--- config.mk ---
export PLATFORM = sky130hd
export DESIGN_NAME = rgb565_to_bmp24_stream_flat
export DESIGN_NICKNAME = d
export VERILOG_FILES = /design/src/rtl/rgb2bmp_pkg.sv /design/src/rtl/rgb2bmp_pix_if.sv /design/src/rtl/rgb2bmp_byte_if.sv /design/src/rtl/rgb2bmp_cfg.sv /design/src/rtl/rgb2bmp_front.sv /design/src/rtl/rgb2bmp_queue.sv /design/src/rtl/rgb2bmp_back.sv /design/src/rtl/rgb565_to_bmp24_stream.sv /design/src/flat_wrapper.sv
export SDC_FILE = /design/constraint.sdc
export NUM_CORES = 1
export LEC_CHECK = 0
export BUFFER_PORTS_ARGS = -buffer_cell sky130_fd_sc_hd__buf_2
export CORE_MARGIN = 2
export CORE_UTILIZATION = 40
export CTS_CLUSTER_SIZE = 10
export DETAILED_ROUTE_END_ITERATION = 10
export SETUP_SLACK_MARGIN = 0.2
export SLEW_MARGIN = 20
export SYNTH_ARGS = -nofsm -noshare
export SYNTH_HDL_FRONTEND = slang
export SYNTH_SLANG_ARGS = --single-unit
--- constraint.sdc ---
create_clock -name clk -period 12.4 [get_ports clk]
set_clock_uncertainty 0.2 [all_clocks]
set_input_delay 1.86 -clock clk [delete_from_list [all_inputs] [get_ports clk]]
set_output_delay 1.86 -clock clk [all_outputs]
set_load 0.01 [all_outputs]
--- src/rtl/rgb2bmp_pkg.sv ---
`timescale 1ns / 1ps
// ----------------------------------------------------------------------------
// rgb2bmp_pkg
// shared types and constants of the rgb565 to bmp24 stream converter
// ----------------------------------------------------------------------------
package rgb2bmp_pkg;

  // configuration register fields and port
  localparam int DIM_W             = 13;
  localparam int MAX_DIMENSION_DEF = 4096;
  localparam int APB_AW            = 3;
  localparam int APB_DW            = 32;
  localparam logic [DIM_W-1:0] WIDTH_RESET  = 13'd1280;
  localparam logic [DIM_W-1:0] HEIGHT_RESET = 13'd720;

  typedef enum logic [0:0] {
    REG_FRAME_WIDTH  = 1'b0,
    REG_FRAME_HEIGHT = 1'b1
  } reg_idx_t;

  // bmp layout
  localparam int HEADER_BYTES   = 54;
  localparam int INFO_BYTES     = 40;
  localparam int BITS_PER_PIXEL = 24;

  // byte positions within the bytes of one pixel
  localparam int POS_W     = 6;
  localparam int POS_BLUE  = HEADER_BYTES;
  localparam int POS_GREEN = HEADER_BYTES + 1;
  localparam int POS_RED   = HEADER_BYTES + 2;

  // pixel queue between front and back
  localparam int QUEUE_DEPTH = 2;

  // effective frame dimensions
  typedef struct packed {
    logic [DIM_W-1:0] width;
    logic [DIM_W-1:0] height;
  } dims_t;

  // one classified pixel
  typedef struct packed {
    logic [15:0] pixel;
    logic        header;
    logic        frame_end;
    logic [1:0]  pad;
  } entry_t;

endpackage

--- src/rtl/rgb2bmp_pix_if.sv ---
`timescale 1ns / 1ps
// ----------------------------------------------------------------------------
// rgb2bmp_pix_if
// pixel channel: valid, ready and one rgb565 word
// ----------------------------------------------------------------------------
interface rgb2bmp_pix_if;
  logic        valid;
  logic        ready;
  logic [15:0] pixel_word;

  modport source (output valid, output pixel_word, input ready);
  modport sink (input valid, input pixel_word, output ready);
endinterface

--- src/rtl/rgb2bmp_byte_if.sv ---
`timescale 1ns / 1ps
// ----------------------------------------------------------------------------
// rgb2bmp_byte_if
// byte channel: valid, ready, file byte and its end marks
// ----------------------------------------------------------------------------
interface rgb2bmp_byte_if;
  logic       valid;
  logic       ready;
  logic [7:0] out_byte;
  logic       run_last;
  logic       frame_last;

  modport source (output valid, output out_byte, output run_last, output frame_last,
                  input ready);
  modport sink (input valid, input out_byte, input run_last, input frame_last,
                output ready);
endinterface

--- src/rtl/rgb2bmp_cfg.sv ---
`timescale 1ns / 1ps
// ----------------------------------------------------------------------------
// rgb2bmp_cfg
// apb register file for frame width and height, with clamped outputs
// ----------------------------------------------------------------------------
module rgb2bmp_cfg #(
  parameter int MAX_DIMENSION = rgb2bmp_pkg::MAX_DIMENSION_DEF
) (
  input  logic                           clk,
  input  logic                           rst,
  input  logic                           psel,
  input  logic                           penable,
  input  logic                           pwrite,
  input  logic [rgb2bmp_pkg::APB_AW-1:0] paddr,
  input  logic [rgb2bmp_pkg::APB_DW-1:0] pwdata,
  output logic [rgb2bmp_pkg::APB_DW-1:0] prdata,
  output logic                           pready,
  output rgb2bmp_pkg::dims_t             dims
);
  import rgb2bmp_pkg::*;

  logic [DIM_W-1:0] frame_width;
  logic [DIM_W-1:0] frame_height;
  reg_idx_t         idx;
  logic             wr;

  function automatic logic [DIM_W-1:0] clamp_dim(input logic [DIM_W-1:0] v);
    logic [DIM_W-1:0] r;
    r = v;
    if (v == '0) begin
      r = DIM_W'(1);
    end else if (32'(v) > MAX_DIMENSION) begin
      r = DIM_W'(MAX_DIMENSION);
    end
    return r;
  endfunction

  assign idx    = reg_idx_t'(paddr[2]);
  assign wr     = psel && penable && pwrite;
  assign pready = 1'b1;

  always_ff @(posedge clk) begin
    if (rst) begin
      frame_width  <= WIDTH_RESET;
      frame_height <= HEIGHT_RESET;
    end else if (wr) begin
      case (idx)
        REG_FRAME_WIDTH:  frame_width  <= pwdata[DIM_W-1:0];
        REG_FRAME_HEIGHT: frame_height <= pwdata[DIM_W-1:0];
        default: ;
      endcase
    end
  end

  always_comb begin
    case (idx)
      REG_FRAME_WIDTH:  prdata = APB_DW'(frame_width);
      REG_FRAME_HEIGHT: prdata = APB_DW'(frame_height);
      default:          prdata = '0;
    endcase
  end

  assign dims.width  = clamp_dim(frame_width);
  assign dims.height = clamp_dim(frame_height);

endmodule

--- src/rtl/rgb2bmp_front.sv ---
`timescale 1ns / 1ps
// ----------------------------------------------------------------------------
// rgb2bmp_front
// accepts pixels, tracks column and row, marks header, row padding and frame ends
// ----------------------------------------------------------------------------
module rgb2bmp_front #(
  parameter int CW = 12
) (
  input  logic                clk,
  input  logic                rst,
  rgb2bmp_pix_if.sink         pix_in,
  input  rgb2bmp_pkg::dims_t  dims,
  output rgb2bmp_pkg::entry_t push_data,
  output logic                push_valid,
  input  logic                push_ready
);
  import rgb2bmp_pkg::*;

  logic [CW-1:0] column_count;
  logic [CW-1:0] row_count;
  logic          row_end;
  logic          frame_end;
  logic          xfer;

  assign row_end   = 32'(column_count) >= (32'(dims.width) - 32'd1);
  assign frame_end = row_end && (32'(row_count) >= (32'(dims.height) - 32'd1));
  assign xfer      = pix_in.valid && push_ready;

  assign pix_in.ready        = push_ready;
  assign push_valid          = pix_in.valid;
  assign push_data.pixel     = pix_in.pixel_word;
  assign push_data.header    = (column_count == '0) && (row_count == '0);
  assign push_data.frame_end = frame_end;
  // row padding to a 4-byte stride equals width mod 4
  assign push_data.pad       = row_end ? dims.width[1:0] : 2'd0;

  always_ff @(posedge clk) begin
    if (rst) begin
      column_count <= '0;
      row_count    <= '0;
    end else if (xfer) begin
      if (row_end) begin
        column_count <= '0;
        row_count    <= frame_end ? '0 : row_count + CW'(1);
      end else begin
        column_count <= column_count + CW'(1);
      end
    end
  end

endmodule

--- src/rtl/rgb2bmp_queue.sv ---
`timescale 1ns / 1ps
// ----------------------------------------------------------------------------
// rgb2bmp_queue
// short fifo of classified pixels between front and back
// ----------------------------------------------------------------------------
module rgb2bmp_queue (
  input  logic                clk,
  input  logic                rst,
  input  rgb2bmp_pkg::entry_t push_data,
  input  logic                push_valid,
  output logic                push_ready,
  output rgb2bmp_pkg::entry_t head,
  output logic                head_valid,
  input  logic                pop
);
  import rgb2bmp_pkg::*;

  localparam int PW = (QUEUE_DEPTH > 1) ? $clog2(QUEUE_DEPTH) : 1;
  localparam int NW = $clog2(QUEUE_DEPTH + 1);

  entry_t        slots [QUEUE_DEPTH];
  logic [PW-1:0] wr_ptr;
  logic [PW-1:0] rd_ptr;
  logic [NW-1:0] fill;
  logic          push;

  function automatic logic [PW-1:0] bump(input logic [PW-1:0] p);
    return (32'(p) == QUEUE_DEPTH - 1) ? '0 : p + PW'(1);
  endfunction

  assign push_ready = 32'(fill) != QUEUE_DEPTH;
  assign head_valid = fill != '0;
  assign head       = slots[rd_ptr];
  assign push       = push_valid && push_ready;

  always_ff @(posedge clk) begin
    if (push) begin
      slots[wr_ptr] <= push_data;
    end
  end

  always_ff @(posedge clk) begin
    if (rst) begin
      wr_ptr <= '0;
      rd_ptr <= '0;
      fill   <= '0;
    end else begin
      if (push) begin
        wr_ptr <= bump(wr_ptr);
      end
      if (pop) begin
        rd_ptr <= bump(rd_ptr);
      end
      case ({push, pop})
        2'b10:   fill <= fill + NW'(1);
        2'b01:   fill <= fill - NW'(1);
        default: fill <= fill;
      endcase
    end
  end

endmodule

--- src/rtl/rgb2bmp_back.sv ---
`timescale 1ns / 1ps
// ----------------------------------------------------------------------------
// rgb2bmp_back
// byte sequencer: header, pixel bytes and row padding into an output register
// ----------------------------------------------------------------------------
module rgb2bmp_back (
  input  logic                clk,
  input  logic                rst,
  input  rgb2bmp_pkg::dims_t  dims,
  input  rgb2bmp_pkg::entry_t head,
  input  logic                head_valid,
  output logic                pop,
  rgb2bmp_byte_if.source      byte_out
);
  import rgb2bmp_pkg::*;

  logic [14:0]      stride;
  logic [31:0]      data_size;
  logic [31:0]      total_size;
  logic [31:0]      neg_height;
  logic [POS_W-1:0] pos;
  logic             started;
  logic [POS_W-1:0] pos_cur;
  logic [POS_W-1:0] last_pos;
  logic             is_last;
  logic             load;
  logic [7:0]       next_byte;
  logic [4:0]       r5;
  logic [5:0]       g6;
  logic [4:0]       b5;
  logic             ov;
  logic [7:0]       obyte;
  logic             orl;
  logic             ofl;

  function automatic logic [7:0] le_byte(input logic [31:0] v, input int unsigned k);
    return v[8*k +: 8];
  endfunction

  function automatic logic [7:0] hdr_byte(input logic [POS_W-1:0] i,
                                          input logic [31:0] total,
                                          input logic [31:0] wid,
                                          input logic [31:0] nh,
                                          input logic [31:0] dsize);
    logic [7:0] b;
    case (i)
      6'd0:  b = 8'h42;
      6'd1:  b = 8'h4d;
      6'd2:  b = le_byte(total, 0);
      6'd3:  b = le_byte(total, 1);
      6'd4:  b = le_byte(total, 2);
      6'd5:  b = le_byte(total, 3);
      6'd10: b = 8'(HEADER_BYTES);
      6'd14: b = 8'(INFO_BYTES);
      6'd18: b = le_byte(wid, 0);
      6'd19: b = le_byte(wid, 1);
      6'd20: b = le_byte(wid, 2);
      6'd21: b = le_byte(wid, 3);
      6'd22: b = le_byte(nh, 0);
      6'd23: b = le_byte(nh, 1);
      6'd24: b = le_byte(nh, 2);
      6'd25: b = le_byte(nh, 3);
      6'd26: b = 8'd1;
      6'd28: b = 8'(BITS_PER_PIXEL);
      6'd34: b = le_byte(dsize, 0);
      6'd35: b = le_byte(dsize, 1);
      6'd36: b = le_byte(dsize, 2);
      6'd37: b = le_byte(dsize, 3);
      default: b = 8'd0;
    endcase
    return b;
  endfunction

  // size fields, recomputed every cycle from the steady configuration
  always_ff @(posedge clk) begin
    stride     <= 15'((17'(dims.width) * 17'd3 + 17'd3) & ~17'd3);
    data_size  <= 32'(stride) * 32'(dims.height);
    total_size <= data_size + 32'(HEADER_BYTES);
  end

  assign neg_height = 32'd0 - 32'(dims.height);
  assign r5 = head.pixel[15:11];
  assign g6 = head.pixel[10:5];
  assign b5 = head.pixel[4:0];

  always_comb begin
    pos_cur  = started ? pos : (head.header ? '0 : POS_W'(POS_BLUE));
    last_pos = POS_W'(POS_RED) + POS_W'(head.pad);
    is_last  = pos_cur == last_pos;
    if (32'(pos_cur) < HEADER_BYTES) begin
      next_byte = hdr_byte(pos_cur, total_size, 32'(dims.width), neg_height, data_size);
    end else if (32'(pos_cur) == POS_BLUE) begin
      next_byte = {b5, b5[4:2]};
    end else if (32'(pos_cur) == POS_GREEN) begin
      next_byte = {g6, g6[5:4]};
    end else if (32'(pos_cur) == POS_RED) begin
      next_byte = {r5, r5[4:2]};
    end else begin
      next_byte = 8'd0;
    end
  end

  assign load = head_valid && (!ov || byte_out.ready);
  assign pop  = load && is_last;

  always_ff @(posedge clk) begin
    if (rst) begin
      started <= 1'b0;
      pos     <= '0;
      ov      <= 1'b0;
    end else begin
      if (load) begin
        ov <= 1'b1;
        if (is_last) begin
          started <= 1'b0;
        end else begin
          started <= 1'b1;
          pos     <= pos_cur + POS_W'(1);
        end
      end else if (byte_out.ready) begin
        ov <= 1'b0;
      end
    end
  end

  always_ff @(posedge clk) begin
    if (load) begin
      obyte <= next_byte;
      orl   <= is_last;
      ofl   <= is_last && head.frame_end;
    end
  end

  assign byte_out.valid      = ov;
  assign byte_out.out_byte   = obyte;
  assign byte_out.run_last   = orl;
  assign byte_out.frame_last = ofl;

endmodule

--- src/rtl/rgb565_to_bmp24_stream.sv ---
`timescale 1ns / 1ps
// ----------------------------------------------------------------------------
// rgb565_to_bmp24_stream
// rgb565 pixel stream to top-down 24-bit bmp file byte stream
// ----------------------------------------------------------------------------
// Pixels arrive one per transfer in raster order and leave as a byte stream,
// one byte per transfer: the 54-byte bmp header ahead of each frame's first
// pixel, then blue, green, red for every pixel, then zero padding at each row
// end up to a 4-byte stride. run_last marks each pixel's last byte, padding
// included, and frame_last the last byte of the file. The byte channel is
// the bottleneck: a pixel makes 3 bytes, plus 0 to 3 padding bytes at a row
// end and 54 header bytes at a frame start; pixel input is taken while
// earlier bytes go out, through a two-entry queue, so the byte output never
// idles while work is waiting. Width and height are written over apb (reg 0
// at address 0, reg 1 at address 4); the user must write them only while the
// block is idle, which it does not enforce. Of the low 13 bits kept, 0 acts
// as 1 and values above MAX_DIMENSION clamp; size fields lag a write.
module rgb565_to_bmp24_stream #(
  parameter int MAX_DIMENSION = rgb2bmp_pkg::MAX_DIMENSION_DEF
) (
  input  logic                           clk,
  input  logic                           rst,
  rgb2bmp_pix_if.sink                    pix_in,
  rgb2bmp_byte_if.source                 byte_out,
  input  logic                           psel,
  input  logic                           penable,
  input  logic                           pwrite,
  input  logic [rgb2bmp_pkg::APB_AW-1:0] paddr,
  input  logic [rgb2bmp_pkg::APB_DW-1:0] pwdata,
  output logic [rgb2bmp_pkg::APB_DW-1:0] prdata,
  output logic                           pready
);
  import rgb2bmp_pkg::*;

  // column and row counters just wide enough for the largest frame
  localparam int CW = $clog2(MAX_DIMENSION);

  dims_t  dims;
  entry_t push_data;
  logic   push_valid;
  logic   push_ready;
  entry_t head;
  logic   head_valid;
  logic   pop;

  // register file, clamped dimensions out
  rgb2bmp_cfg #(
    .MAX_DIMENSION(MAX_DIMENSION)
  ) u_cfg (
    .clk     (clk),
    .rst     (rst),
    .psel    (psel),
    .penable (penable),
    .pwrite  (pwrite),
    .paddr   (paddr),
    .pwdata  (pwdata),
    .prdata  (prdata),
    .pready  (pready),
    .dims    (dims)
  );

  // front: takes a pixel transfer and classifies it against the counters
  rgb2bmp_front #(
    .CW(CW)
  ) u_front (
    .clk        (clk),
    .rst        (rst),
    .pix_in     (pix_in),
    .dims       (dims),
    .push_data  (push_data),
    .push_valid (push_valid),
    .push_ready (push_ready)
  );

  // decoupling queue, pixel input stalls only when it is full
  rgb2bmp_queue u_queue (
    .clk        (clk),
    .rst        (rst),
    .push_data  (push_data),
    .push_valid (push_valid),
    .push_ready (push_ready),
    .head       (head),
    .head_valid (head_valid),
    .pop        (pop)
  );

  // back: walks header, pixel and padding bytes of the head entry
  rgb2bmp_back u_back (
    .clk        (clk),
    .rst        (rst),
    .dims       (dims),
    .head       (head),
    .head_valid (head_valid),
    .pop        (pop),
    .byte_out   (byte_out)
  );

endmodule

--- src/flat_wrapper.sv ---
// flat-port wrapper written by rule: the top's interface ports become plain ports
module rgb565_to_bmp24_stream_flat import rgb2bmp_pkg::*;
#(
  parameter int MAX_DIMENSION = rgb2bmp_pkg::MAX_DIMENSION_DEF
)
  (clk, rst, psel, penable, pwrite, paddr, pwdata, prdata, pready, pix_in_valid, pix_in_pixel_word, pix_in_ready, byte_out_valid, byte_out_out_byte, byte_out_run_last, byte_out_frame_last, byte_out_ready);
  rgb2bmp_pix_if pix_in_i ();
  rgb2bmp_byte_if byte_out_i ();
  input  logic clk;
  input  logic rst;
  input  logic psel;
  input  logic penable;
  input  logic pwrite;
  input  logic [rgb2bmp_pkg::APB_AW-1:0] paddr;
  input  logic [rgb2bmp_pkg::APB_DW-1:0] pwdata;
  output logic [rgb2bmp_pkg::APB_DW-1:0] prdata;
  output logic pready;
  input wire logic [$bits(pix_in_i.valid)-1:0] pix_in_valid;
  input wire logic [$bits(pix_in_i.pixel_word)-1:0] pix_in_pixel_word;
  output wire logic [$bits(pix_in_i.ready)-1:0] pix_in_ready;
  output wire logic [$bits(byte_out_i.valid)-1:0] byte_out_valid;
  output wire logic [$bits(byte_out_i.out_byte)-1:0] byte_out_out_byte;
  output wire logic [$bits(byte_out_i.run_last)-1:0] byte_out_run_last;
  output wire logic [$bits(byte_out_i.frame_last)-1:0] byte_out_frame_last;
  input wire logic [$bits(byte_out_i.ready)-1:0] byte_out_ready;
  assign pix_in_i.valid = pix_in_valid;
  assign pix_in_i.pixel_word = pix_in_pixel_word;
  assign pix_in_ready = pix_in_i.ready;
  assign byte_out_valid = byte_out_i.valid;
  assign byte_out_out_byte = byte_out_i.out_byte;
  assign byte_out_run_last = byte_out_i.run_last;
  assign byte_out_frame_last = byte_out_i.frame_last;
  assign byte_out_i.ready = byte_out_ready;
  rgb565_to_bmp24_stream #(.MAX_DIMENSION(MAX_DIMENSION)) u_core (.clk(clk), .rst(rst), .pix_in(pix_in_i), .byte_out(byte_out_i), .psel(psel), .penable(penable), .pwrite(pwrite), .paddr(paddr), .pwdata(pwdata), .prdata(prdata), .pready(pready));
endmodule
* Yosys cells after proc, flatten, opt, wreduce, memory -nomap -nowiden
Memories as Yosys holds them, arrays and structs flattened. A register that Yosys moved wholly into a read port is not among the register bits.
Index checks and enable logic that the tools add are counted.
** Word-level totals
- Bits in registers :: 140
- Memory bits (writable) :: 40
- Input bits :: 58
- Output and inout bits :: 45
- Memories kept :: 1
** Cells by class
- Add/sub/neg operators :: 13
- Multipliers :: 2
- $lt $le $gt $ge :: 5
- Equal/unequal tests :: 26
- Mux-type cells :: 25
- Bitwise logic cells :: 2
- Reduce and logical (&&, ||, !) cells :: 22
** Memory list
- u_core.u_queue.slots :: depth 2, width 20, rd ports 1, clocked after Yosys merged registers in 1, wr ports 1, line rgb2bmp_queue.sv:21 : entry_t slots [QUEUE_DEPTH];
** Operators with widths (count)
- $pmux 8 s20 :: 1
- $ge 12x32->1 :: 2
- $pmux 32 s2 :: 1
- $mux 13 :: 4
- $eq 6x5->1 const B :: 8
- $eq 6x6->1 const B :: 7
- $mux 8 :: 4
- $add 28x6->29 const B :: 1
- $sub 13x1->14 const B :: 2
- $gt 13x13->1 const B :: 2
- $logic_not 13->1 :: 2
- $mul 13x13->26 :: 1
- $add 12x1->12 const B :: 2
- $logic_not 12->1 :: 2
- $mux 12 :: 2
- $add 15x2->15 const B :: 1
- $mul 13x2->15 const B :: 1
- $sub 1x13->14 const A :: 1
- $eq 6x2->1 const B :: 2
- $eq 6x3->1 const B :: 2
- $eq 6x4->1 const B :: 2
- $mux 6 :: 2
- $mux 1 :: 9
- $logic_and 1x1->1 :: 8
- other kinds (19) :: 26

* Logic depth before layout (Yosys ltp)
Gate-level depths: netlist (run 1).
- Depth after elaboration :: 7
- Mapped depth :: 24

* Hierarchy
A second synthesis (run 1) with hierarchy kept.
** Second synthesis, totals
- Cell total of the unflattened synthesis :: 1710
- Area, all modules :: 15733.8 um^2
** Modules (own cells, without submodules)
- rgb2bmp_back :: instances 1, cells each 1161, area each 10144.7 um^2, seq. area each 1781.7 um^2
- rgb2bmp_front :: instances 1, cells each 282, area each 2298.5 um^2, seq. area each 480.5 um^2
- rgb2bmp_queue :: instances 1, cells each 85, area each 1651.6 um^2, seq. area each 1301.2 um^2
- rgb2bmp_cfg :: instances 1, cells each 182, area each 1639.1 um^2, seq. area each 520.5 um^2

* Worst setup path before layout (run 1)
No wires, ideal clock.
- Kind :: flip-flop to flip-flop
- Start point :: register u_core.u_cfg.frame_height[6]
- End point :: register u_core.u_back.data_size[27]
- Setup time :: 72 ps
- Arrival :: 5890 ps
- Required time :: 12128 ps
- Slack :: 6238 ps
- Cell stages (with the launch flop) :: 23
- Path buffers :: 1
- Clock period less this slack :: 6162 ps
- Cell sequence :: dfxtp_1 -> or3_1 -> nor4_2 -> a31oi_1 -> nor2_1 -> clkbuf_1 -> nand2_1 -> fa_1 -> inv_1 -> fa_1 -> fa_1 -> inv_1 -> fa_1 -> inv_1 -> ha_1 -> a21o_1 -> a211oi_1 -> nor2_1 -> nor4_1 -> o311ai_0 -> a31o_2 -> a21oi_1 -> xnor2_1
** On the way
- Cells in the longest elaborated chain, start to end :: 4
- Elaborated cells between the ends (all ways) :: 5
** RTL lines
- from (decl) :: line rgb2bmp_cfg.sv:23 : logic [DIM_W-1:0] frame_height;
- from (signal assigned) :: line rgb2bmp_cfg.sv:49 : REG_FRAME_HEIGHT: frame_height <= pwdata[DIM_W-1:0];
- $gt 13x13->1 :: line rgb2bmp_cfg.sv:32 : end else if (32'(v) > MAX_DIMENSION) begin
- $mux 13 :: line rgb2bmp_cfg.sv:32
- $mux 13 * :: line rgb2bmp_cfg.sv:30 : if (v == '0) begin
- $mul 13x13->26 * :: line rgb2bmp_back.sv:77 : data_size <= 32'(stride) * 32'(dims.height);
- to (signal assigned) :: line rgb2bmp_back.sv:77
- to (decl) :: line rgb2bmp_back.sv:18 : logic [31:0] data_size;
Mark *: on every way between the ends. The rest lies on a longest branch, timed or not.
A chain may end at the register's enable or synchronous reset.

* Final worst setup path (run 1)
Same ends and word-level chain as after synthesis.

==> results of run 1 <==
kinds of logic (layout without fill, tap and decap cells):
group | count (synthesis) | count (layout) | synth area share, %
AOI/OAI and AO/OA | 231 | 231 | 10.23
xor gates and xnor gates | 95 | 95 | 5.492
adders and majority gates | 271 | 271 | 28.38
buffers and inverters | 290 | 312 | 7.796
DFF | 179 | 179 | 26.96
muxes | 36 | 36 | 2.519
other | 2 | 20 | 0.04957
and+or+nand+nor | 585 | 585 | 18.58
critical path: stages (launching register included):
cell	delay, ns
sky130_fd_sc_hd__dfxtp_1	0.41
sky130_fd_sc_hd__or3_1	0.47
sky130_fd_sc_hd__nor4_2	0.49
sky130_fd_sc_hd__a31oi_1	0.23
sky130_fd_sc_hd__nor2_1	0.14
sky130_fd_sc_hd__buf_4	0.23
sky130_fd_sc_hd__nand2_1	0.09
sky130_fd_sc_hd__fa_1	0.51
sky130_fd_sc_hd__inv_1	0.05
sky130_fd_sc_hd__fa_1	0.47
sky130_fd_sc_hd__fa_1	0.49
sky130_fd_sc_hd__inv_1	0.05
sky130_fd_sc_hd__fa_1	0.53
sky130_fd_sc_hd__inv_1	0.04
sky130_fd_sc_hd__ha_1	0.37
sky130_fd_sc_hd__a21o_1	0.21
sky130_fd_sc_hd__a211oi_1	0.23
sky130_fd_sc_hd__nor2_1	0.11
sky130_fd_sc_hd__nor4_1	0.51
sky130_fd_sc_hd__o311ai_0	0.30
sky130_fd_sc_hd__a31o_2	0.29
sky130_fd_sc_hd__a21oi_1	0.18
sky130_fd_sc_hd__xnor2_1	0.13
per-stage QoR:
stage / setup WS [ns] / cell area [sq um] / total power [uW] / hold slack, ns / utilization (%)
2_1_floorplan: 6.238 / 15220 / 1246 / 0.1825 / -
3_3_place_gp: 5.473 / 15860 / 1440 / 0.2098 / 42.29
3_5_place_dp: 5.625 / 15860 / 1450 / 0.2055 / 42.30
4_1_cts: 5.567 / 16460 / 2009 / 0.2204 / 43.92
5_1_grt: 5.136 / 16470 / 2137 / 0.2506 / 43.93
6_report: 5.581 / 16470 / 1992 / 0.2210 / 43.93
worst max-delay path by stage:
stage                             endpoint  cells past startpoint                          from
6_report       u_core.u_back.data_size[27]                     22  u_core.u_cfg.frame_height[6]
5_1_grt        u_core.u_back.data_size[27]                     22  u_core.u_cfg.frame_height[6]
4_1_cts        u_core.u_back.data_size[27]                     22  u_core.u_cfg.frame_height[6]
3_5_place_dp   u_core.u_back.data_size[27]                     22  u_core.u_cfg.frame_height[6]
3_3_place_gp   u_core.u_back.data_size[27]                     19  u_core.u_cfg.frame_height[5]
2_1_floorplan  u_core.u_back.data_size[27]                     22  u_core.u_cfg.frame_height[6]
synth_stat cells, types with 6 or more instances:
| master | n |
|---|---|
| sky130_fd_sc_hd__dfxtp_1 | 129 |
| sky130_fd_sc_hd__nand3_1 | 30 |
| sky130_fd_sc_hd__mux2_2 | 17 |
| sky130_fd_sc_hd__nor2_1 | 98 |
| sky130_fd_sc_hd__nand4_1 | 24 |
| sky130_fd_sc_hd__a221oi_1 | 7 |
| sky130_fd_sc_hd__nor4_1 | 11 |
| sky130_fd_sc_hd__edfxtp_1 | 50 |
| sky130_fd_sc_hd__ha_1 | 150 |
| sky130_fd_sc_hd__xnor2_1 | 68 |
| sky130_fd_sc_hd__o21a_1 | 12 |
| sky130_fd_sc_hd__clkbuf_1 | 55 |
| sky130_fd_sc_hd__or3_1 | 8 |
| sky130_fd_sc_hd__buf_4 | 20 |
| sky130_fd_sc_hd__a222oi_1 | 7 |
| sky130_fd_sc_hd__a31oi_1 | 6 |
| sky130_fd_sc_hd__nand2_1 | 230 |
| sky130_fd_sc_hd__fa_1 | 121 |
| sky130_fd_sc_hd__xor2_1 | 27 |
| sky130_fd_sc_hd__inv_1 | 205 |
| sky130_fd_sc_hd__and3_1 | 20 |
| sky130_fd_sc_hd__nor2b_1 | 23 |
| sky130_fd_sc_hd__a22oi_1 | 14 |
| sky130_fd_sc_hd__a21o_1 | 13 |
| sky130_fd_sc_hd__and2_1 | 83 |
| sky130_fd_sc_hd__o21ai_0 | 43 |
| sky130_fd_sc_hd__a21oi_1 | 67 |
| sky130_fd_sc_hd__nor3_1 | 25 |
| sky130_fd_sc_hd__a211oi_1 | 10 |
| sky130_fd_sc_hd__mux2i_1 | 19 |
| sky130_fd_sc_hd__nand2b_1 | 11 |
where the power goes:
| part | total, uW | leakage [uW] | internal [uW] | switching [uW] |
|---|---|---|---|---|
| clock network | 559 | 0.000296 | 290 | 269 |
| registers | 753 | 0.00153 | 682 | 71.1 |
| logic | 680 | 0.00579 | 280 | 400 |
| total | 1990 | 0.00761 | 1250 | 740 |
final cells by class:
type                       instances  area share (%)
multi-input combinational       1238           60.50
sequential                       179           24.80
inverter                         206           4.695
tap                              511           3.882
clock buffer                      17           2.583
timing repair buffer              74           2.446
clock inverter                    15           1.094
layout by cell type (no fill, tap or decap), types with 43 or more instances in the layout:
cell / Yosys / routed
sky130_fd_sc_hd__buf_2: 1 / 61
sky130_fd_sc_hd__fa_1: 121 / 121
sky130_fd_sc_hd__nor2_1: 98 / 97
sky130_fd_sc_hd__nand2_1: 230 / 230
sky130_fd_sc_hd__ha_1: 150 / 150
sky130_fd_sc_hd__xnor2_1: 68 / 68
sky130_fd_sc_hd__a21oi_1: 67 / 67
sky130_fd_sc_hd__edfxtp_1: 50 / 50
sky130_fd_sc_hd__o21ai_0: 43 / 43
sky130_fd_sc_hd__dfxtp_1: 129 / 129
sky130_fd_sc_hd__and2_1: 83 / 83
sky130_fd_sc_hd__inv_1: 205 / 205
metal layers:
layer  vias up  GRT usage, %
met5         -             0
met4         0         7.048
met3        62         2.645
met2       293         33.07
met1      5760         27.11
li1       5608             -
state kept, by name, indices dropped and copies added, names as in the netlist, 2 cells and up, named ones only:
| signal | count |
|---|---|
| u_core.u_queue.slots | 40 |
| u_core.u_back.total_size | 27 |
| u_core.u_back.data_size | 26 |
| u_core.u_back.stride | 13 |
| u_core.u_cfg.frame_height | 13 |
| u_core.u_cfg.frame_width | 13 |
| u_core.u_front.column_count | 12 |
| u_core.u_front.row_count | 12 |
| u_core.u_back.byte_out.out_byte | 8 |
| u_core.u_back.pos | 6 |
| u_core.u_queue.fill | 2 |
==> impl.org, run 1 <==
** Timing
- Final hold violations :: 0
- At the pin with the least slew margin, the transition time is 1.014 ns.
- Setup violations remaining at the end of the flow were counted as 0.
- Period utilisation layout :: a little over half
- Static timing analysis puts the maximum clock frequency at around 150 MHz.
- Pins Over Slew Limit :: 0
- After layout, the minimum clock period comes to ~7 ns.
- In the final timing run, aggregate negative setup slack is 0 ns.
- Setup repair after global routing left no endpoint under its margin.
- Max_slew headroom :: 32.43%

** Clocking
- The clock tree synthesis step divided the H-tree into 4 levels.
- In this run the post-CTS setup repair buffer count came out at 0.
- The number of hold buffers added after CTS was 0.
- Resize count post-CTS :: 0
- The clock net in this run drives a total of around 180 sinks.
- The tree is rooted in a sky130_fd_sc_hd__clkbuf_16.
- Skew-Pair Late Insertion Delay :: approximately 0.45 ns
- CTS clock-pin slew for the worst setup and hold paths :: 0.08 ns
- The clock passes through at most 2 buffers.
- TritonCTS created 17 clock buffers.
- TritonCTS built the clock tree.

** GRT
- The initial antenna violation count came to 1.
- Overflow after GRT :: 0
- Global-route wire length before repair :: 62040 um
- The via count of the first global-routing pass was 11780.
- Entering global routing, the biggest net connects 38 pins.
- Overall fraction of global-route tracks in use :: 20.08%

** Setup path
- The setup check on the worst reg-to-reg path leaves a slack of 5.58 ns.
- Data on the critical path arrives at its endpoint at 7.00 ns.
- Kind of critical path :: reg2reg
- Critical Path End Type :: flop
- The number of cells on the worst reg-to-reg path is 22.
- For the worst setup path, the data required time is between 10 and 15 ns.
- The worst register-to-register path begins at u_core.u_cfg.frame_height[6].
- The worst register-to-register path ends at u_core.u_back.data_size[27].
- Of all nets on the critical path, the largest fanout is 15.
- Startpoint type of the worst setup path :: flop

** Placement
- Once detailed placement completed, the half-perimeter wirelength came to between 20000 and 30000 um.
- At the end of routability-driven placement, the weighted congestion stood at 0.9260.
- The count of buffers added on input and output ports is a little over 60.
- Number of placed instances, taps included :: 2208

** Synth
- Fraction of post-synthesis cell area in the top cell type by area :: 17.05%
- In this run the mean area of a mapped cell was about 9 sq um.
- Counting flops with a built-in enable in the synthesized netlist gives 50.
- Cell count after synthesis :: 1689
- The share of the Yosys chip area taken by registers is 26.96%.
- Syn. warnings :: 0
- Ranked by total cell area, the synthesized netlist is headed by sky130_fd_sc_hd__dfxtp_1, sky130_fd_sc_hd__fa_1, sky130_fd_sc_hd__ha_1.
- Summed over all instances, the cell type with the most area after synthesis is sky130_fd_sc_hd__dfxtp_1.
- Flip-flop cell with the highest count after synthesis :: sky130_fd_sc_hd__dfxtp_1
- Count of distinct cell types in the synthesized netlist :: around 70
- The synthesized design contains 179 register bits.
- In this run the cell area of the synthesized design comes to between 15000 and 20000 sq um.
- For this run, asynchronously set or reset flops after synthesis account for 0%.

** Detailed routing
- For this block, the routed nets add up to 38030 um of wire.
- In the final routed layout, each cell accounts on average for 16.98 um.
- Vias per std cell :: 5.233
- The detail route stage leaves a number of antenna-violating nets equal to 0.
- Starting DRT DRC Count :: 954
- Number of detailed-route iterations in the first pass :: 9
- After detailed routing, the met3 layer carries about 1600 um of wire.
- Met2 WL post-DR :: 17990 um
- The routed layout has 11720 vias.
- Met1 Wirelength :: approximately 17000 um
- Final routed DRC violation total :: 0
- Highest routing layer actually used :: met4

** Floorplanning
- For this configuration, the core starts out at a cell density of between 40% and 50%.
- For this design the top-level I/O count stands at 103.
- Floorplan die area :: 39450 sq um
- Horiz. Die Dim :: 198.6 um
- The die is 198.6 um tall.
- Area of the core region :: 37490 sq um
- Standard-cell rows :: approximately 70

** Power and ir drop
- Summed over all cells, the static leakage comes to 0.007613 uW.
- Across the VDD grid, the largest voltage drop is 0.1041 mV.
- Dividing total power by cell area gives a power density of 121.0 nW/um^2.

** Worst hold path
- Depth of the worst hold-timing path :: 1
- In this run the worst hold path is classified as reg2reg.
- The worst hold path begins at u_core.u_back.data_size[2].
- For hold timing, the worst endpoint is u_core.u_back.total_size[2].

** Final layout
- FF/Latch Area :: about 4100 sq um
- The multi-input combinational cells in the finished layout cover a total of 9963 sq um.
- 0 antenna diodes ended up in the layout.
- Post-layout net count :: 2045
- Syn-to-layout area delta :: 8.696%
- Counting the fill cells in the layout gives 3742.
- Fraction of layout cells with a size suffix above 1 :: ~8%
- Once layout is complete, the cells apart from fillers number approximately 2200.

** Status
- Status :: finished clean

** Job
- Max-cap violations :: 0
(Power assumes the default switching activity.)
==> inputs of run 2 (changes only) <==
ABC_AREA = 1   (was not set)
clock period = 6.75 ns   (was 12.4 ns; I/O delays follow)
==> run 2 against run 1 <==
Maximum frequency is 12% higher. Worst hold slack gained 0.0041 ns. Non-clock buffer count increased by 3. Global-route usage grew 1.3 points. Critical path type unchanged. Core utilization rose by 0.40 points. Wire length is 12% higher. Sequential share of layout area decreased by 1.0 points. Via count increased by 12%.
==> impl.org, run 2 <==
** Placement
- HPWL after DPL :: 34150 um (was 29420 um)
- Port Buf Inserts :: 61 (unchanged)
- Routability congestion estimate from global placement :: 0.9375 (was 0.9260)
- Number of placed instances, taps included :: 2589 (was 2208)
- The worst setup slack before clock tree synthesis was 0.4477 ns (was 5.625 ns).

** GRT
- The initial antenna violation count was 0 (was 1).
- Vias in the first global route :: 13140 (was 11780)
- The pin count of the biggest net entering global routing came to 38 (unchanged).
- Overflow after GRT :: 0 (unchanged)
- Global-route wire length before repair :: 68760 um (was 62040 um)
- The overall routing resource usage was 21.39% (was 20.08%).

** Floorplanning
- The initial standard-cell utilization of the core is 40.60% (was 40.41%).
- Horiz. Die Dim :: 202.3 um (was 198.6 um)
- The die outline area was 40920 sq um (was 39450 sq um).
- The floorplan die height is 202.3 um (was 198.6 um).
- The core footprint came to 38740 sq um (was 37490 sq um).
- Io pins :: 103 (unchanged)
- The placement row count came to 72 (was 71).

** Synth
- The post-synthesis cell area came to 15730 sq um (was 15150 sq um).
- The number of enable flip-flop cells after synthesis was 50 (unchanged).
- The distinct cell type count of the synthesized netlist came to 55 (was 71).
- The area share of the largest cell type after synthesis came to 16.42% (was 17.05%).
- The register area share after synthesis came to 25.97% (was 26.96%).
- The synthesized area per cell came to 7.736 sq um (was 8.970 sq um).
- The gate count of the mapped netlist was 2033 (was 1689).
- Flops & latches, synth :: 179 (unchanged)
- The share of async-settable or async-resettable flops after synthesis came to 0% (unchanged).
- Cell type contributing the most total cell area after synthesis :: sky130_fd_sc_hd__dfxtp_1 (unchanged)
- The main flop type after synthesis was sky130_fd_sc_hd__dfxtp_1 (unchanged).
- Top area cells in the synthesized netlist: sky130_fd_sc_hd__dfxtp_1, sky130_fd_sc_hd__fa_1, sky130_fd_sc_hd__ha_1 (unchanged).
- The number of warnings reported in the yosys synthesis log came to 0 (unchanged).
- Most frequent cells after synthesis: sky130_fd_sc_hd__nand2_1, sky130_fd_sc_hd__inv_1, sky130_fd_sc_hd__nor2_1, sky130_fd_sc_hd__ha_1, sky130_fd_sc_hd__dfxtp_1 (was sky130_fd_sc_hd__nand2_1, sky130_fd_sc_hd__inv_1, sky130_fd_sc_hd__ha_1, sky130_fd_sc_hd__dfxtp_1, sky130_fd_sc_hd__fa_1).
- The most used standard cell by instance count after synthesis is sky130_fd_sc_hd__nand2_1 (unchanged).

** Power and ir drop
- Power Density :: 254.2 nW/um^2 (was 121.0 nW/um^2)
- The worst IR drop on VDD was 0.2370 mV (was 0.1041 mV).
- Net Sw Frac :: 42.04% (was 37.16%)
- Clock network fraction of design power :: 22.8% (was 28.0%)
- Leakage :: 0.008837 uW (was 0.007613 uW)
- The internal cell power is 2529 uW (was 1252 uW).
- The switching power summed over all nets came to 1835 uW (was 740.3 uW).
- Sequential power share :: 32.7% (was 37.8%)
- The combinational share of power is 44.5% (was 34.1%).

** Detailed routing
- The number of antenna-violating nets in the routed design was 0 (unchanged).
- The total number of vias is 13090 (was 11720).
- Vias per std cell :: 4.994 (was 5.233)
- Total Routed Length :: 42470 um (was 38030 um)
- The post-detailed-route wirelength per cell came to 16.20 um (was 16.98 um).
- The first-pass iteration count of the detailed router was 5 (was 9).
- The number of DRC markers in iteration 0 is 873 (was 954).
- Final routed DRC violation total :: 0 (unchanged)

** Clocking
- Number of clock sinks :: 179 (unchanged)
- The post-CTS clock slew at the launch and capture registers of the worst setup and hold paths is 0.08 ns (about the same).
- Number of buffers inserted to repair setup after CTS :: 0 (unchanged)
- Hold_buf cts :: 0 (unchanged)
- The maximum level of the CTS H-tree was 4 (unchanged).
- Skew-Pair Late Insertion Delay :: 0.46 ns (was 0.45 ns)
- The clock tree from TritonCTS is done (unchanged).
- CTS Root Cell :: sky130_fd_sc_hd__clkbuf_16 (unchanged)
- Resize count post-CTS :: 0 (unchanged)
- Cts bufs inserted :: 17 (unchanged)
- Clk buf depth :: 2 (unchanged)

** Final layout
- Biggest registers after layout :: u_core.u_queue.slots: 40 flops, u_core.u_back.total_size: 27 flops, u_core.u_back.data_size: 26 flops (unchanged)
- Largest register FFs :: 40 (unchanged)
- The number of antenna cells inserted is 0 (unchanged).
- Syn-to-layout area delta :: 9.173% (was 8.696%)
- Count of filler cells inserted in the layout :: 3905 (was 3742)
- Fraction of layout cells with a size suffix above 1 :: 9.463% (was 8.039%)
- The final non-filler cell total was 2621 (was 2240).
- The top register by number of flip-flops was u_core.u_queue.slots (unchanged).
- Commonest non-fill, non-tap cells in the layout: sky130_fd_sc_hd__nand2_1, sky130_fd_sc_hd__inv_1, sky130_fd_sc_hd__nor2_1, sky130_fd_sc_hd__ha_1, sky130_fd_sc_hd__dfxtp_1 (was sky130_fd_sc_hd__nand2_1, sky130_fd_sc_hd__inv_1, sky130_fd_sc_hd__ha_1, sky130_fd_sc_hd__dfxtp_1, sky130_fd_sc_hd__fa_1).
- Core Util, Final :: 44.32% (was 43.93%)
- Most frequent standard cell in the layout excluding fill and tap cells :: sky130_fd_sc_hd__nand2_1 (unchanged)
- The number of nets in the final layout came to 2419 (was 2045).

** Status
- Status :: finished clean (unchanged)

** Setup path
- Crit path DAT :: 6.24 ns (was 7.00 ns)
- Kind of critical path :: reg2reg (unchanged)
- Critical Path End Type :: flop (unchanged)
- CP Data Required Time :: 6.88 ns (was 12.58 ns)
- Startpoint type of the worst setup path :: flop (unchanged)
- Critical-path maximum fanout :: 9 (was 15)

** Timing
- The number of failing hold endpoints at the final stage came to 0 (unchanged).
- Pins Over Slew Limit :: 0 (unchanged)
- Max Fclk :: 163.8 MHz (was 146.7 MHz)
- The slew at the pin with the worst max-slew slack is 1.064 ns (was 1.014 ns).
- The headroom to the max-slew limit came to 28.60% (was 32.43%).
- Unrepaired setup endpoints after global routing :: no (unchanged)
- The share of the clock period used by the worst path came to 90.46% (was 54.99%).
- The final critical-path setup slack is 0.6443 ns (was 5.581 ns).
- The shortest period the worst path allows came to 6.106 ns (was 6.819 ns).
- Setup-violating endpoint count in the final report :: 0 (unchanged)
- The sum of negative setup slack is 0 ns (unchanged).

** Worst hold path
- Type of the worst min-delay path :: reg2reg (unchanged)

** Job
- Max-cap violations :: 0 (unchanged)
==> run 2: area by class of cell <==
type / count / area (sq um) / share of cell area (%)
tap: 518 / 648.1 / 3.775
multi-input combinational: 1457 / 10090 / 58.78
inverter: 358 / 1351 / 7.870
clock buffer: 17 / 425.4 / 2.478
timing repair buffer: 77 / 425.4 / 2.478
clock inverter: 15 / 142.6 / 0.8307
sequential: 179 / 4084 / 23.78
==> run 2: cell families after synthesis <==
kind of cell,count (synthesis),share of synthesized area [%]
buffers and inverters,415,10.53
adder cells (fa/ha/maj),271,27.33
other,2,0.04775
flip-flops,179,25.97
AO/OA/AOI/OAI,192,6.802
XOR/XNOR,81,4.558
AND/OR/NAND/NOR,893,24.77
==> run 2: critical path: stages (launching register included) <==
cell and delay (ns):
sky130_fd_sc_hd__dfxtp_1 0.34, sky130_fd_sc_hd__nor2_1 0.15, sky130_fd_sc_hd__nand3_1 0.08, sky130_fd_sc_hd__nor2_1 0.17
sky130_fd_sc_hd__nand2_1 0.13, sky130_fd_sc_hd__nand2_4 0.17, sky130_fd_sc_hd__nand2_1 0.14, sky130_fd_sc_hd__clkinvlp_4 0.22
sky130_fd_sc_hd__nand2_1 0.10, sky130_fd_sc_hd__fa_1 0.51, sky130_fd_sc_hd__inv_1 0.05, sky130_fd_sc_hd__fa_1 0.46
sky130_fd_sc_hd__fa_1 0.54, sky130_fd_sc_hd__fa_1 0.57, sky130_fd_sc_hd__inv_1 0.06, sky130_fd_sc_hd__fa_1 0.53
sky130_fd_sc_hd__inv_1 0.04, sky130_fd_sc_hd__ha_1 0.35, sky130_fd_sc_hd__a21oi_1 0.21, sky130_fd_sc_hd__o21ai_0 0.13
sky130_fd_sc_hd__a21oi_1 0.16, sky130_fd_sc_hd__nand3_1 0.16, sky130_fd_sc_hd__a21oi_1 0.24, sky130_fd_sc_hd__o21bai_1 0.11
sky130_fd_sc_hd__xor2_1 0.15
==> run 2: final timing paths <==
check,from,to,slack (ns),cells past startpoint
worst max-delay path,u_core.u_cfg.frame_height[0],u_core.u_back.data_size[27],0.64,24
worst min-delay path,u_core.u_back.data_size[2],u_core.u_back.total_size[2],0.23,1
worst max register to register,u_core.u_cfg.frame_height[0],u_core.u_back.data_size[27],0.64,24
worst min register to register,u_core.u_back.data_size[2],u_core.u_back.total_size[2],0.23,1
==> run 2: stage by stage <==
step           power [uW]  hold WS, ns  instance area (sq um)
2_1_floorplan        2838       0.1827                  15800
5_1_grt              4749       0.2546                  17170
6_report             4364       0.2251                  17170
4_1_cts              4411       0.2312                  17140
3_5_place_dp         3408       0.2127                  16570
3_3_place_gp         3380       0.2092                  16560
==> run 2: routing by layer <==
metal	vias up	global-route usage, %	wire length, um	part of all wire (%)
li1	6396	-	-	-
met3	57	2.644	2052	4.8
met5	-	0	0	0
met4	0	6.726	960	2.3
met1	6300	28.99	19620	46
met2	335	35.57	19840	47
==> run 2: power groups by stage <==
stage | sequential (uW) | combinational [uW] | clock [uW]
6_report | 1430 | 1940 | 995
3_5_place_dp | 1450 | 1960 | 0
5_1_grt | 1440 | 2260 | 1050
2_1_floorplan | 1380 | 1460 | 0
4_1_cts | 1420 | 1980 | 1010
3_3_place_gp | 1440 | 1940 | 0
